--- config.mk ---
export PLATFORM = sky130hd
export DESIGN_NAME = tcp_reno_congestion_control_core
export DESIGN_NICKNAME = d
export VERILOG_FILES = /design/src/rtl/tcprc_pkg.sv /design/src/rtl/tcp_reno_congestion_control_core.sv /design/src/rtl/tcprc_div.sv /design/src/rtl/tcprc_dp.sv /design/src/rtl/tcprc_ctrl.sv
export SDC_FILE = /design/constraint.sdc
export NUM_CORES = 2
export LEC_CHECK = 0
export ABC_AREA = 1
export BUFFER_PORTS_ARGS = -buffer_cell sky130_fd_sc_hd__buf_2
export CAP_MARGIN = 20
export CORE_ASPECT_RATIO = 0.9
export CORE_UTILIZATION = 26
export DETAILED_ROUTE_END_ITERATION = 6
export GPL_ROUTABILITY_DRIVEN = 0
export PLACE_DENSITY = 0.39
export SYNTH_ARGS = -nofsm -noshare
export SYNTH_HDL_FRONTEND = slang
export SYNTH_SLANG_ARGS = --single-unit
--- constraint.sdc ---
create_clock -name clk -period 8.3 [get_ports clk]
set_input_delay 0.415 -clock clk [delete_from_list [all_inputs] [get_ports clk]]
set_output_delay 0.415 -clock clk [all_outputs]
set_load 0.005 [all_outputs]
--- src/rtl/tcprc_pkg.sv ---
// Shared types, codes and helpers for the Reno congestion controller.
package tcprc_pkg;

  localparam int SDataW = 64;
  localparam int MDataW = 152;
  localparam int CfgIdxW = 2;
  localparam int CfgDataW = 48;

  localparam logic [CfgIdxW-1:0] CFG_MSS   = 2'd0;
  localparam logic [CfgIdxW-1:0] CFG_TOTAL = 2'd1;
  localparam logic [CfgIdxW-1:0] CFG_THR   = 2'd2;
  localparam logic [CfgIdxW-1:0] CFG_RTT   = 2'd3;

  localparam logic [1:0] CLS_NEW     = 2'd0;
  localparam logic [1:0] CLS_DUP     = 2'd1;
  localparam logic [1:0] CLS_STALE   = 2'd2;
  localparam logic [1:0] CLS_TIMEOUT = 2'd3;

  localparam logic [1:0] SEND_NONE = 2'd0;
  localparam logic [1:0] SEND_NEXT = 2'd1;
  localparam logic [1:0] SEND_RETX = 2'd2;

  localparam logic [1:0] PH_SS = 2'd0;
  localparam logic [1:0] PH_CA = 2'd1;
  localparam logic [1:0] PH_FR = 2'd2;

  localparam logic       ACT_ACK   = 1'b0;
  localparam logic       ACT_EXPIRY = 1'b1;

  localparam logic [15:0] RST_MSS = 16'd1472;
  localparam logic [31:0] RST_THR = 32'd64000;
  localparam logic [15:0] RST_RTT = 16'd20;
  localparam logic [2:0]  DUP_LIMIT = 3'd3;

  typedef struct packed {
    logic load_in;
    logic start_div;
    logic commit;
  } cmd_t;

  typedef struct packed {
    logic need_div;
    logic div_done;
    logic out_busy;
  } sts_t;

  function automatic logic [31:0] sat32(input logic [32:0] v);
    sat32 = v[32] ? 32'hFFFF_FFFF : v[31:0];
  endfunction

endpackage

--- src/rtl/tcp_reno_congestion_control_core.sv ---
// Top level of the sender-side Reno congestion controller.
// One transaction on the slave side (an ack with its RTT sample, or a timer
// expiry) yields exactly one result transaction on the master side. An ack or
// expiry that needs no window division goes from the prepare state to the
// done state, where its result is committed to the output register; the next
// transaction is accepted once the controller is back in idle. A new ack in
// slow start or avoidance with the window at or above the threshold first
// runs the mss*mss/cwnd division through a 32-step serial divider. Without
// stalls on the master side, the serial divider sets the worst-case rate. The
// input is taken only while no item is in flight, but a finished result may
// still wait on the master side while the next transaction is accepted; the
// commit of that next result then holds until the waiting one is taken.
// A configuration write is ignored at a commit edge; issue writes only while
// idle.
module tcp_reno_congestion_control_core (
  input  logic                           clk,
  input  logic                           rst,
  input  logic                           cfg_wen,
  input  logic [tcprc_pkg::CfgIdxW-1:0]  cfg_index,
  input  logic [tcprc_pkg::CfgDataW-1:0] cfg_wdata,
  input  logic                           s_tvalid,
  output logic                           s_tready,
  // ack_number [47:0], rtt_sample [63:48]
  input  logic [tcprc_pkg::SDataW-1:0]   s_tdata,
  // action [0]
  input  logic                           s_tuser,
  output logic                           m_tvalid,
  input  logic                           m_tready,
  // send_action [1:0], phase [3:2], window [35:4], threshold [67:36],
  // timeout_value [99:68], acked_up_to [147:100], done_res [148], zero [151:149]
  output logic [tcprc_pkg::MDataW-1:0]   m_tdata,
  // ack_class [1:0]
  output logic [1:0]                     m_tuser
);

  tcprc_pkg::cmd_t cmd;
  tcprc_pkg::sts_t sts;

  tcprc_ctrl u_ctrl (
    .clk      (clk),
    .rst      (rst),
    .s_tvalid (s_tvalid),
    .s_tready (s_tready),
    .sts      (sts),
    .cmd      (cmd)
  );

  tcprc_dp u_dp (
    .clk       (clk),
    .rst       (rst),
    .cfg_wen   (cfg_wen),
    .cfg_index (cfg_index),
    .cfg_wdata (cfg_wdata),
    .s_tdata   (s_tdata),
    .s_tuser   (s_tuser),
    .cmd       (cmd),
    .sts       (sts),
    .m_tvalid  (m_tvalid),
    .m_tready  (m_tready),
    .m_tdata   (m_tdata),
    .m_tuser   (m_tuser)
  );

  a_commit_free: assert property (@(posedge clk) disable iff (rst)
    cmd.commit |-> !(m_tvalid && !m_tready))
    else $error("result committed over a waiting result");

  a_busy_after_accept: assert property (@(posedge clk) disable iff (rst)
    (s_tvalid && s_tready) |=> !s_tready)
    else $error("input taken while a transaction is in flight");

  a_commit_valid: assert property (@(posedge clk) disable iff (rst)
    cmd.commit |=> m_tvalid)
    else $error("committed result not presented");

  a_window_nonzero: assert property (@(posedge clk) disable iff (rst)
    m_tvalid |-> (m_tdata[35:4] != 32'd0))
    else $error("window reported as zero");

endmodule

--- src/rtl/tcprc_div.sv ---
// Restoring serial divider, one quotient bit per cycle.
module tcprc_div (
  input  logic        clk,
  input  logic        rst,
  input  logic        start,
  input  logic [31:0] dividend,
  input  logic [31:0] divisor,
  output logic        done,
  output logic [31:0] quotient
);

  localparam int DivBits = 32;

  logic [31:0] rem;
  logic [31:0] quo;
  logic [31:0] dvs;
  logic [5:0]  cnt;
  logic        busy;
  logic [32:0] rem_sh;
  logic        ge;
  logic [32:0] rem_next;

  assign rem_sh   = {rem, quo[31]};
  assign ge       = rem_sh >= {1'b0, dvs};
  assign rem_next = ge ? rem_sh - {1'b0, dvs} : rem_sh;
  assign quotient = quo;

  always_ff @(posedge clk) begin
    if (rst) begin
      busy <= 1'b0;
      done <= 1'b0;
      cnt  <= '0;
    end else begin
      done <= 1'b0;
      if (start) begin
        busy <= 1'b1;
        cnt  <= 6'(DivBits);
      end else if (busy) begin
        cnt <= cnt - 6'd1;
        if (cnt == 6'd1) begin
          busy <= 1'b0;
          done <= 1'b1;
        end
      end
    end
  end

  always_ff @(posedge clk) begin
    if (start) begin
      rem <= '0;
      quo <= dividend;
      dvs <= divisor;
    end else if (busy) begin
      rem <= rem_next[31:0];
      quo <= {quo[30:0], ge};
    end
  end

endmodule

--- src/rtl/tcprc_dp.sv ---
// Datapath: configuration, Reno state, RTT estimator and result register.
module tcprc_dp (
  input  logic                          clk,
  input  logic                          rst,
  input  logic                          cfg_wen,
  input  logic [tcprc_pkg::CfgIdxW-1:0] cfg_index,
  input  logic [tcprc_pkg::CfgDataW-1:0] cfg_wdata,
  input  logic [tcprc_pkg::SDataW-1:0]  s_tdata,
  input  logic                          s_tuser,
  input  tcprc_pkg::cmd_t               cmd,
  output tcprc_pkg::sts_t               sts,
  output logic                          m_tvalid,
  input  logic                          m_tready,
  output logic [tcprc_pkg::MDataW-1:0]  m_tdata,
  output logic [1:0]                    m_tuser
);

  logic [15:0] mss_cfg;
  logic [47:0] total;
  logic [1:0]  phase;
  logic [31:0] cwnd;
  logic [31:0] ssthresh;
  logic [1:0]  dup;
  logic [47:0] last_ack;
  logic [15:0] est;
  logic [15:0] dev;
  logic [31:0] rto;

  logic        in_action;
  logic [47:0] in_ack;
  logic [15:0] in_rtt;
  logic [31:0] prod;

  logic [15:0] mss_eff;
  logic [48:0] expected;
  logic [47:0] exp_cap;
  logic        is_new;
  logic        is_dup;
  logic [31:0] half;
  logic [17:0] mss3;
  logic [19:0] sum7;
  logic [15:0] est_upd;
  logic [15:0] diff;
  logic [17:0] sum3;
  logic [15:0] dev_upd;
  logic [31:0] rto_upd;
  logic        div_done;
  logic [31:0] quo;
  logic [31:0] divisor;

  logic [1:0]  cls;
  logic [1:0]  send;
  logic [1:0]  phase_next;
  logic [31:0] cwnd_next;
  logic [31:0] ssthresh_next;
  logic [1:0]  dup_next;
  logic [47:0] last_ack_next;
  logic [15:0] est_next;
  logic [15:0] dev_next;
  logic [31:0] rto_next;
  logic        done_next;

  assign mss_eff  = (mss_cfg == 16'd0) ? 16'd1 : mss_cfg;
  assign expected = {1'b0, last_ack} + {33'd0, mss_eff};
  assign exp_cap  = (expected > {1'b0, total}) ? total : expected[47:0];
  assign is_new   = in_ack >= exp_cap;
  assign is_dup   = in_ack == last_ack;
  assign half     = (cwnd[31:1] == 31'd0) ? 32'd1 : {1'b0, cwnd[31:1]};
  assign mss3     = {2'b00, mss_eff} + {1'b0, mss_eff, 1'b0};

  assign sum7    = {1'b0, est, 3'b000} - {4'd0, est} + {4'd0, in_rtt};
  assign est_upd = sum7[18:3];
  assign diff    = (in_rtt >= est_upd) ? in_rtt - est_upd : est_upd - in_rtt;
  assign sum3    = {2'b00, dev} + {1'b0, dev, 1'b0} + {2'b00, diff};
  assign dev_upd = sum3[17:2];
  assign rto_upd = {16'd0, est_upd} + {14'd0, dev_upd, 2'b00};

  assign divisor = (cwnd == 32'd0) ? 32'd1 : cwnd;

  tcprc_div u_div (
    .clk      (clk),
    .rst      (rst),
    .start    (cmd.start_div),
    .dividend (prod),
    .divisor  (divisor),
    .done     (div_done),
    .quotient (quo)
  );

  assign sts.need_div = (in_action == tcprc_pkg::ACT_ACK) && is_new &&
                        (phase != tcprc_pkg::PH_FR) && !(cwnd < ssthresh);
  assign sts.div_done = div_done;
  assign sts.out_busy = m_tvalid && !m_tready;

  always_comb begin
    cls           = tcprc_pkg::CLS_STALE;
    send          = tcprc_pkg::SEND_NONE;
    phase_next    = phase;
    cwnd_next     = cwnd;
    ssthresh_next = ssthresh;
    dup_next      = dup;
    last_ack_next = last_ack;
    est_next      = est;
    dev_next      = dev;
    rto_next      = rto;
    if (in_action == tcprc_pkg::ACT_EXPIRY) begin
      cls           = tcprc_pkg::CLS_TIMEOUT;
      ssthresh_next = half;
      cwnd_next     = {16'd0, mss_eff};
      dup_next      = 2'd0;
      phase_next    = tcprc_pkg::PH_SS;
      rto_next      = tcprc_pkg::sat32({rto, 1'b0});
      send          = tcprc_pkg::SEND_RETX;
    end else if (is_new) begin
      cls           = tcprc_pkg::CLS_NEW;
      last_ack_next = in_ack;
      est_next      = est_upd;
      dev_next      = dev_upd;
      rto_next      = rto_upd;
      dup_next      = 2'd0;
      if (phase == tcprc_pkg::PH_FR) begin
        cwnd_next  = ssthresh;
        phase_next = tcprc_pkg::PH_CA;
      end else begin
        if (cwnd < ssthresh) begin
          cwnd_next = tcprc_pkg::sat32({1'b0, cwnd} + {17'd0, mss_eff});
        end else begin
          cwnd_next = tcprc_pkg::sat32({1'b0, cwnd} + {1'b0, quo});
        end
        phase_next = (cwnd_next >= ssthresh) ? tcprc_pkg::PH_CA : tcprc_pkg::PH_SS;
        send       = tcprc_pkg::SEND_NEXT;
      end
    end else if (is_dup) begin
      cls = tcprc_pkg::CLS_DUP;
      if (phase == tcprc_pkg::PH_FR) begin
        cwnd_next = tcprc_pkg::sat32({1'b0, cwnd} + {17'd0, mss_eff});
        send      = tcprc_pkg::SEND_NEXT;
      end else begin
        dup_next = dup + 2'd1;
        if ({1'b0, dup_next} == tcprc_pkg::DUP_LIMIT) begin
          ssthresh_next = half;
          cwnd_next     = tcprc_pkg::sat32({1'b0, half} + {15'd0, mss3});
          phase_next    = tcprc_pkg::PH_FR;
          send          = tcprc_pkg::SEND_RETX;
        end
      end
    end
  end

  assign done_next = last_ack_next >= total;

  always_ff @(posedge clk) begin
    if (rst) begin
      mss_cfg  <= tcprc_pkg::RST_MSS;
      total    <= '0;
      phase    <= tcprc_pkg::PH_SS;
      cwnd     <= {16'd0, tcprc_pkg::RST_MSS};
      ssthresh <= tcprc_pkg::RST_THR;
      dup      <= 2'd0;
      last_ack <= 48'd1;
      est      <= tcprc_pkg::RST_RTT;
      dev      <= 16'd0;
      rto      <= 32'd1;
    end else if (cmd.commit) begin
      phase    <= phase_next;
      cwnd     <= cwnd_next;
      ssthresh <= ssthresh_next;
      dup      <= dup_next;
      last_ack <= last_ack_next;
      est      <= est_next;
      dev      <= dev_next;
      rto      <= rto_next;
    end else if (cfg_wen) begin
      unique case (cfg_index)
        tcprc_pkg::CFG_MSS: begin
          mss_cfg <= cfg_wdata[15:0];
          cwnd    <= (cfg_wdata[15:0] == 16'd0) ? 32'd1 : {16'd0, cfg_wdata[15:0]};
        end
        tcprc_pkg::CFG_TOTAL: begin
          total <= cfg_wdata;
        end
        tcprc_pkg::CFG_THR: begin
          ssthresh <= (cfg_wdata[31:0] == 32'd0) ? 32'd1 : cfg_wdata[31:0];
        end
        tcprc_pkg::CFG_RTT: begin
          est <= cfg_wdata[15:0];
        end
      endcase
    end
  end

  always_ff @(posedge clk) begin
    if (cmd.load_in) begin
      in_action <= s_tuser;
      in_ack    <= s_tdata[47:0];
      in_rtt    <= s_tdata[63:48];
      prod      <= {16'd0, mss_eff} * {16'd0, mss_eff};
    end
  end

  always_ff @(posedge clk) begin
    if (rst) begin
      m_tvalid <= 1'b0;
    end else if (cmd.commit) begin
      m_tvalid <= 1'b1;
    end else if (m_tready) begin
      m_tvalid <= 1'b0;
    end
  end

  always_ff @(posedge clk) begin
    if (cmd.commit) begin
      m_tuser <= cls;
      m_tdata <= {3'd0, done_next, last_ack_next, rto_next, ssthresh_next, cwnd_next,
                  phase_next, send};
    end
  end

endmodule

--- src/rtl/tcprc_ctrl.sv ---
// Controller: sequences accept, divide and commit of one transaction.
module tcprc_ctrl (
  input  logic            clk,
  input  logic            rst,
  input  logic            s_tvalid,
  output logic            s_tready,
  input  tcprc_pkg::sts_t sts,
  output tcprc_pkg::cmd_t cmd
);

  localparam logic [1:0] S_IDLE = 2'd0;
  localparam logic [1:0] S_PREP = 2'd1;
  localparam logic [1:0] S_DIV  = 2'd2;
  localparam logic [1:0] S_DONE = 2'd3;

  logic [1:0] state;
  logic [1:0] state_next;

  assign s_tready = state == S_IDLE;

  always_comb begin
    state_next    = state;
    cmd.load_in   = 1'b0;
    cmd.start_div = 1'b0;
    cmd.commit    = 1'b0;
    unique case (state)
      S_IDLE: begin
        if (s_tvalid) begin
          cmd.load_in = 1'b1;
          state_next  = S_PREP;
        end
      end
      S_PREP: begin
        if (sts.need_div) begin
          cmd.start_div = 1'b1;
          state_next    = S_DIV;
        end else begin
          state_next = S_DONE;
        end
      end
      S_DIV: begin
        if (sts.div_done) begin
          state_next = S_DONE;
        end
      end
      S_DONE: begin
        if (!sts.out_busy) begin
          cmd.commit = 1'b1;
          state_next = S_IDLE;
        end
      end
      default: state_next = S_IDLE;
    endcase
  end

  always_ff @(posedge clk) begin
    if (rst) begin
      state <= S_IDLE;
    end else begin
      state <= state_next;
    end
  end

endmodule
== Yosys cells after proc, flatten, opt, wreduce, memory -nomap -nowiden ==
Index checks and enable logic that the tools add are counted.

* Memories kept: 0
* Bits in read-only memories: 0
* Bits in registers: 599
* Bits in latches: 0
* Input bits: 120
* Bits in writable memories: 0

* Mux-type cells: 80
* Add/sub/neg operators: 15
* Multiply operators: 1
* Div/mod/pow operators: 0
* Magnitude comparators: 7
* Shifts and indexed selects: 0
* Eq/ne operators: 17
* Bitwise operators: 3
* Reduce and logical (&&, ||, !) cells: 30

{| class="wikitable"
|+ Operator list
! operator !! count
|-
| 32-bit 2-to-1 mux || 31
|-
| 48-bit 2-to-1 mux || 3
|-
| 16-bit 2-to-1 mux || 8
|-
| 48-bit greater-or-equal comparator || 2
|-
| 32-bit zero test || 2
|-
| 48-bit by 16-bit adder with 49-bit output || 1
|-
| 49-bit by 48-bit greater-than comparator with 1-bit output || 1
|-
| 48-bit == test || 1
|-
| 2-bit 2-to-1 mux || 19
|-
| 16-bit by 17-bit adder with 18-bit output || 2
|-
| 32-bit by 16-bit adder with 33-bit output || 1
|-
| 32-bit by 18-bit adder with 33-bit output || 1
|-
| 32-bit by 32-bit adder with 33-bit output || 1
|-
| 33-bit by 32-bit greater-or-equal comparator with 1-bit output || 1
|-
| 32-bit greater-or-equal comparator || 1
|-
| 16-bit zero test || 2
|-
| 32-bit less-than comparator || 1
|-
| 16-bit by 16-bit multiplier with 32-bit output || 1
|-
| 16-bit subtractor || 2
|-
| 32-bit subtractor || 1
|-
| 31-bit zero test || 1
|-
| 31-bit 2-to-1 mux || 1
|-
| 16-bit by 18-bit adder with 19-bit output || 1
|-
| 19-bit by 16-bit adder with 19-bit output || 1
|-
| 25 further kinds || 67
|}

== Logic depth before layout (Yosys ltp) ==
* Depth after elaboration: 13
* Gate-level depth with buffers: 59

== Modules after synthesis ==
A second synthesis with hierarchy kept.

* Cell total of the unflattened synthesis: 7634
* Area total of the unflattened synthesis: 54484.8 µm²

{| class="wikitable"
|+ By module, submodules not included
! module !! area each (µm²) !! sequential area each (µm²) !! instances !! cells each
|-
| tcprc_dp || 47548.1 || 12321.8 || 1 || 6633
|-
| tcprc_div || 6722.7 || 2722.6 || 1 || 967
|-
| tcprc_ctrl || 214.0 || 40.0 || 1 || 34
|}

== Worst setup path after synthesis ==
No wires, ideal clock.

* Kind: reg-to-reg
* Start point: register u_dp.mss_cfg[4]
* End point: register u_dp.m_tdata[148] in the netlist's numbering, data pin
* Path buffers: 5
* Data arrival time: 7.335 ns
* Period minus slack after synthesis: 7.606 ns
* Slack: 0.694 ns
* Cell stages (with the launch flop): 49
* Setup time: 0.271 ns
* Path through: dfxtp_1 clkbuf_1 nor4_1 nand4_1 nand2_1 ha_1 inv_1 fa_1 o21ai_1 nand2_1 nand2_1 nand2_1 nand2_2 nand2_2 nor2_1 nand2_1 nor3_1 nand3_1 [... 13 more ...] a21oi_1 o21a_1 nand2_1 a21oi_1 nand2_1 nor2_2 nand2_2 nand2_2 buf_2 clkbuf_1 nand2_1 o21ai_0 ha_1 a21oi_1 o21a_1 o221ai_1 a211oi_1 o2111ai_1

* Longest elaborated chain between the ends: 9

{| class="wikitable"
|+ RTL lines
! item !! line !! source
|-
| from (decl) || tcprc_dp.sv:18 || <nowiki>logic [15:0] mss_cfg;</nowiki>
|-
| from (signal assigned) || tcprc_dp.sv:154 || <nowiki>mss_cfg <= tcprc_pkg::RST_MSS;</nowiki>
|-
| from (signal assigned) || tcprc_dp.sv:176 || <nowiki>mss_cfg <= cfg_wdata[15:0];</nowiki>
|-
| 16-bit zero test (*) || tcprc_dp.sv:63 || <nowiki>assign mss_eff = (mss_cfg == 16'd0) ? 16'd1 : mss_cfg;</nowiki>
|-
| 16-bit 2-to-1 mux (*) || tcprc_dp.sv:63 ||
|-
| net u_dp.mss_eff[0] || tcprc_dp.sv:34 || <nowiki>logic [15:0] mss_eff;</nowiki>
|-
| 48-bit by 16-bit adder with 49-bit output (*) || tcprc_dp.sv:64 || <nowiki>assign expected = {1'b0, last_ack} + {33'd0, mss_eff};</nowiki>
|-
| 49-bit by 48-bit greater-than comparator with 1-bit output || tcprc_dp.sv:65 || <nowiki>assign exp_cap = (expected > {1'b0, total}) ? total : expected[47:0];</nowiki>
|-
| 48-bit 2-to-1 mux (*) || tcprc_dp.sv:65 ||
|-
| 48-bit greater-or-equal comparator (*) || tcprc_dp.sv:66 || <nowiki>assign is_new = in_ack >= exp_cap;</nowiki>
|-
| 48-bit 2-to-1 mux (*) || tcprc_dp.sv:114 || <nowiki>end else if (is_new) begin</nowiki>
|-
| 48-bit 2-to-1 mux (*) || tcprc_dp.sv:106 || <nowiki>if (in_action == tcprc_pkg::ACT_EXPIRY) begin</nowiki>
|-
| net u_dp.last_ack_next[1] || tcprc_dp.sv:57 || <nowiki>logic [47:0] last_ack_next;</nowiki>
|-
| 48-bit greater-or-equal comparator (*) || tcprc_dp.sv:150 || <nowiki>assign done_next = last_ack_next >= total;</nowiki>
|-
| net u_dp.done_next || tcprc_dp.sv:61 || <nowiki>logic done_next;</nowiki>
|-
| to (signal assigned) || tcprc_dp.sv:214 || <nowiki>m_tdata <= {3'd0, done_next, last_ack_next, rto_next, ssthresh_next, cwnd_next,</nowiki>
|-
| to (decl) || tcprc_dp.sv:14 || <nowiki>output logic [tcprc_pkg::MDataW-1:0] m_tdata,</nowiki>
|}

The timed path passes the listed nets; every way through them passes the cells marked *.
A chain may end at the register's enable or synchronous reset.

== Worst setup path after layout ==
* Start point: register u_dp.mss_cfg[11]
* End point: register u_dp.m_tdata[148] in the netlist's numbering, data pin

* Longest elaborated chain between the ends: 9

{| class="wikitable"
|+ RTL lines
! item !! line
|-
| 16-bit zero test (*) || tcprc_dp.sv:63
|-
| 16-bit 2-to-1 mux (*) || tcprc_dp.sv:63
|-
| net u_dp.mss_eff[0] || tcprc_dp.sv:34
|-
| 48-bit by 16-bit adder with 49-bit output (*) || tcprc_dp.sv:64
|-
| 49-bit by 48-bit greater-than comparator with 1-bit output || tcprc_dp.sv:65
|-
| 48-bit 2-to-1 mux (*) || tcprc_dp.sv:65
|-
| 48-bit greater-or-equal comparator (*) || tcprc_dp.sv:66
|-
| 48-bit 2-to-1 mux (*) || tcprc_dp.sv:114
|-
| 48-bit 2-to-1 mux (*) || tcprc_dp.sv:106
|-
| 48-bit greater-or-equal comparator (*) || tcprc_dp.sv:150
|-
| net u_dp.done_next || tcprc_dp.sv:61
|}

Marked as above.

==> out/qor.csv <==
metric,value,unit
antenna_found_initial,8,
die_h,433,um
die_area,0.209,sq mm
grt_max_degree,107,
synth_seq_cells,598,
drtIter0Drc,3892,
core,0.204,sq mm
reg2reg_from,u_dp.mss_cfg[11],
clock_skew,0.0477,ns
p_comb_frac,0.749,
synth.cell_area,0.0538,sq mm
ioPinCount,276,
gr-total-overflow,0,
async_flop_share,0,
drive_gt1_frac,0.130,
maxCapViolations,0,
yosysSeqAreaShare,0.281,
syn_to_final_growth,21.4,%
rows,157,
initial_utilization,0.263,
final_nets,8962,
final_cell_mix,"1874 x nand2_1, 1266 x inv_1, 539 x a21oi_1",
final_area,0.0653,sq mm
finalHoldViolations,0,
whs_endpoint,u_dp.total[41],
cts_buffers,78,
final_max_slew_viol_count,0,
synth_edf_count,311,
worstRegToRegCells,53,
dpl.hpwl,179,mm
yosys_warnings,0,
critical_path.max_fanout,11,
drc,0,
drt_pre_antenna_iters,6,
ir_drop,0.576,mV
syn_area_per_cell,7.08,sq um
die_w,481,um
endpoint_kind,flip-flop,
clock_path_buffers,3,
hp-class,in -> reg,
final_cells,10896,
cts-root-buf,clkbuf_16,
netlist_instances,7588,
p_seq_frac,0.140,
tightest_slew,1.08,ns
grt_pass1_vias,50047,
arrival,8.51,ns
regArea,0.0151,sq mm
avgRoutedWirePerCell,21.1,um
p_clk_frac,0.111,
required,8.75,ns
max_freq,124,MHz
h-tree-depth,3,
final_common_cell,nand2_1,
fill_cells,22349,
placed_cell_area,0.0602,sq mm
critPathKind,reg -> reg,
antenna_left,0,
hp-start,cfg_wdata[41],
multi_input_area,0.0335,sq mm
p_leak,32.1,nW
fin_crit,8.06,ns
outcome,finished clean,
fin_util,0.319,
max_slew_margin,0.277,
post-route-period-util,0.971,
portBuffers,272,
start_kind,flip-flop,
cpMostUsedCell,nand2_1,
p_int,15.3,mW
ys.flop_type,edfxtp_1,
hold-path-cell-count,3,
wl,230,mm
synthDistinctLibCells,64,
cpPeakStageDelay,0.36,ns
dp.cells,10614,
p_sw,15.7,mW
cpMaxStageDelayCell,fa_2,
cts_sinks,598,
routed-via-count,52009,
power.density,475,mW/mm^2
p_sw_frac,0.506,
cts_tree,done,
reg2reg_to,u_dp.m_tdata[148],
clk_pin_slew_worst_paths,0.06,ns
grt_setup_unrepaired,yes,
insertion_delay,0.75,ns
finalSetupViolations,0,
track_usage,0.214,
grt_pass1_wl,331,mm
viasPerCell,4.77,
rrSetupSlack,0.24,ns
whs,0.0409,ns
[cell type report]
cell class | count | area share
multi-input cells | 5367 | 0.514
flip-flops and latches | 598 | 0.231
repair buffers | 767 | 0.0892
inverters | 1313 | 0.0760
well taps | 2703 | 0.0518
clock buffers | 92 | 0.0313
clock inverters | 52 | 0.00673
diodes | 4 | 0.000153
[cells in the mapped netlist, types with 4 or more instances]
cell | count | share of area
nand2_1 | 1917 | 0.13
inv_1 | 1282 | 0.090
a21oi_1 | 563 | 0.052
nor2_1 | 526 | 0.037
ha_1 | 501 | 0.12
o21ai_0 | 489 | 0.046
nand3_1 | 415 | 0.039
edfxtp_1 | 311 | 0.17
dfxtp_1 | 287 | 0.11
clkbuf_1 | 224 | 0.016
fa_1 | 216 | 0.080
xor2_1 | 116 | 0.019
nand4_1 | 99 | 0.012
nor3_1 | 71 | 0.0066
xnor2_1 | 68 | 0.011
buf_2 | 60 | 0.0056
o21a_1 | 37 | 0.0052
and2_1 | 32 | 0.0037
nand3b_1 | 30 | 0.0042
a31oi_1 | 28 | 0.0033
nor4_1 | 28 | 0.0033
inv_2 | 26 | 0.0018
o22ai_1 | 24 | 0.0028
o211ai_1 | 23 | 0.0032
a21o_1 | 19 | 0.0027
a211oi_1 | 18 | 0.0025
a22oi_1 | 18 | 0.0025
buf_1 | 17 | 0.0012
and3_1 | 14 | 0.0016
o21bai_1 | 14 | 0.0020
or2_2 | 14 | 0.0016
nand2_2 | 11 | 0.0013
o21ai_1 | 11 | 0.0010
buf_4 | 10 | 0.0014
a221oi_1 | 8 | 0.0013
a21boi_0 | 7 | 0.00098
clkinv_1 | 5 | 0.00035
o21ai_2 | 5 | 0.00081
o31ai_1 | 5 | 0.00070
o2111ai_1 | 4 | 0.00065
[routing by layer]
metal,share of wire,up-vias,global-route usage
li1,-,25524,-
met1,0.48,24838,0.305
met2,0.43,1423,0.333
met3,0.059,222,0.0360
met4,0.024,2,0.0526
met5,0.000056,-,0
[power by group through the flow]
stage / Clock (mW) / Sequential (mW) / Combinational (mW)
after floorplan: 0 / 4.26 / 12.3
after global placement: 0 / 4.40 / 21.5
after detailed placement: 0 / 4.40 / 21.4
after CTS: 3.55 / 4.34 / 21.6
after global routing: 3.65 / 4.39 / 25.6
final: 3.43 / 4.35 / 23.2
[repair_timing]
action	in CTS	in global routing
buffers inserted	0	30
endpoints found under the hold margin	94	0
hold buffers	92	0
pin swaps	1	83
setup endpoints to repair	50	246
gates cloned	0	12
gates resized for setup	19	276
[cell families (layout without fill, tap and decap cells)]
kind of cell             after synthesis  in the layout  synth area share
other                                  1              7         0.0000698
adder cells (fa/ha/maj)              717            717             0.197
AO/OA/AOI/OAI                       1287           1288             0.130
flip-flops                           598            598             0.281
XOR/XNOR                             184            184            0.0300
AND/OR/NAND/NOR                     3173           3173             0.246
multiplexers                           2              2          0.000372
buffers and inverters               1626           2224             0.116
[state kept, by name (all words and copies together), names as in the netlist, 31 cells and up]
| signal | cells |
|---|---|
| u_dp.rto | 32 |
| u_dp.last_ack | 48 |
| u_dp.in_ack | 48 |
| u_dp.u_div.quotient | 32 |
| u_dp.ssthresh | 32 |
| u_dp.u_div.rem | 32 |
| u_dp.cwnd | 32 |
| u_dp.u_div.dvs | 32 |
| u_dp.prod | 31 |
| u_dp.m_tdata | 149 |
| u_dp.total | 48 |
[critical path, delay by kind of cell, from the launching register on]
family                     cells  cell delay [ns]
DFF                            1             0.34
adders and majority gates      5             1.19
xor gates and xnor gates       1             0.17
buffers and inverters         11             1.27
and+or+nand+nor               26             3.35
AOI/OAI and AO/OA             10             1.45
[worst max path at each step]
stage | slack (ns) | from | endpoint | cells past startpoint
floorplan | 0.69 | u_dp.mss_cfg[4] | u_dp.m_tdata[148] | 48
global placement | -0.11 | u_dp.mss_cfg[4] | u_dp.m_tdata[148] | 52
detailed placement | -0.23 | u_dp.mss_cfg[4] | u_dp.m_tdata[148] | 50
CTS | 0.02 | u_dp.mss_cfg[8] | u_dp.m_tdata[148] | 50
global route | -0.19 | u_dp.mss_cfg[9] | u_dp.m_tdata[148] | 54
finish | 0.24 | u_dp.mss_cfg[11] | u_dp.m_tdata[148] | 53
[metrics by stage]
step                      setup TNS, ns  total power, mW  setup WS, ns
final                                 0             31.0         0.241
after detailed placement         -0.276             25.8        -0.228
after global routing              -1.19             33.7        -0.188
after floorplan                       0             16.5         0.694
after global placement           -0.147             25.9        -0.110
after CTS                             0             29.5        0.0171
No activity file was read; power rests on OpenSTA's default activity.
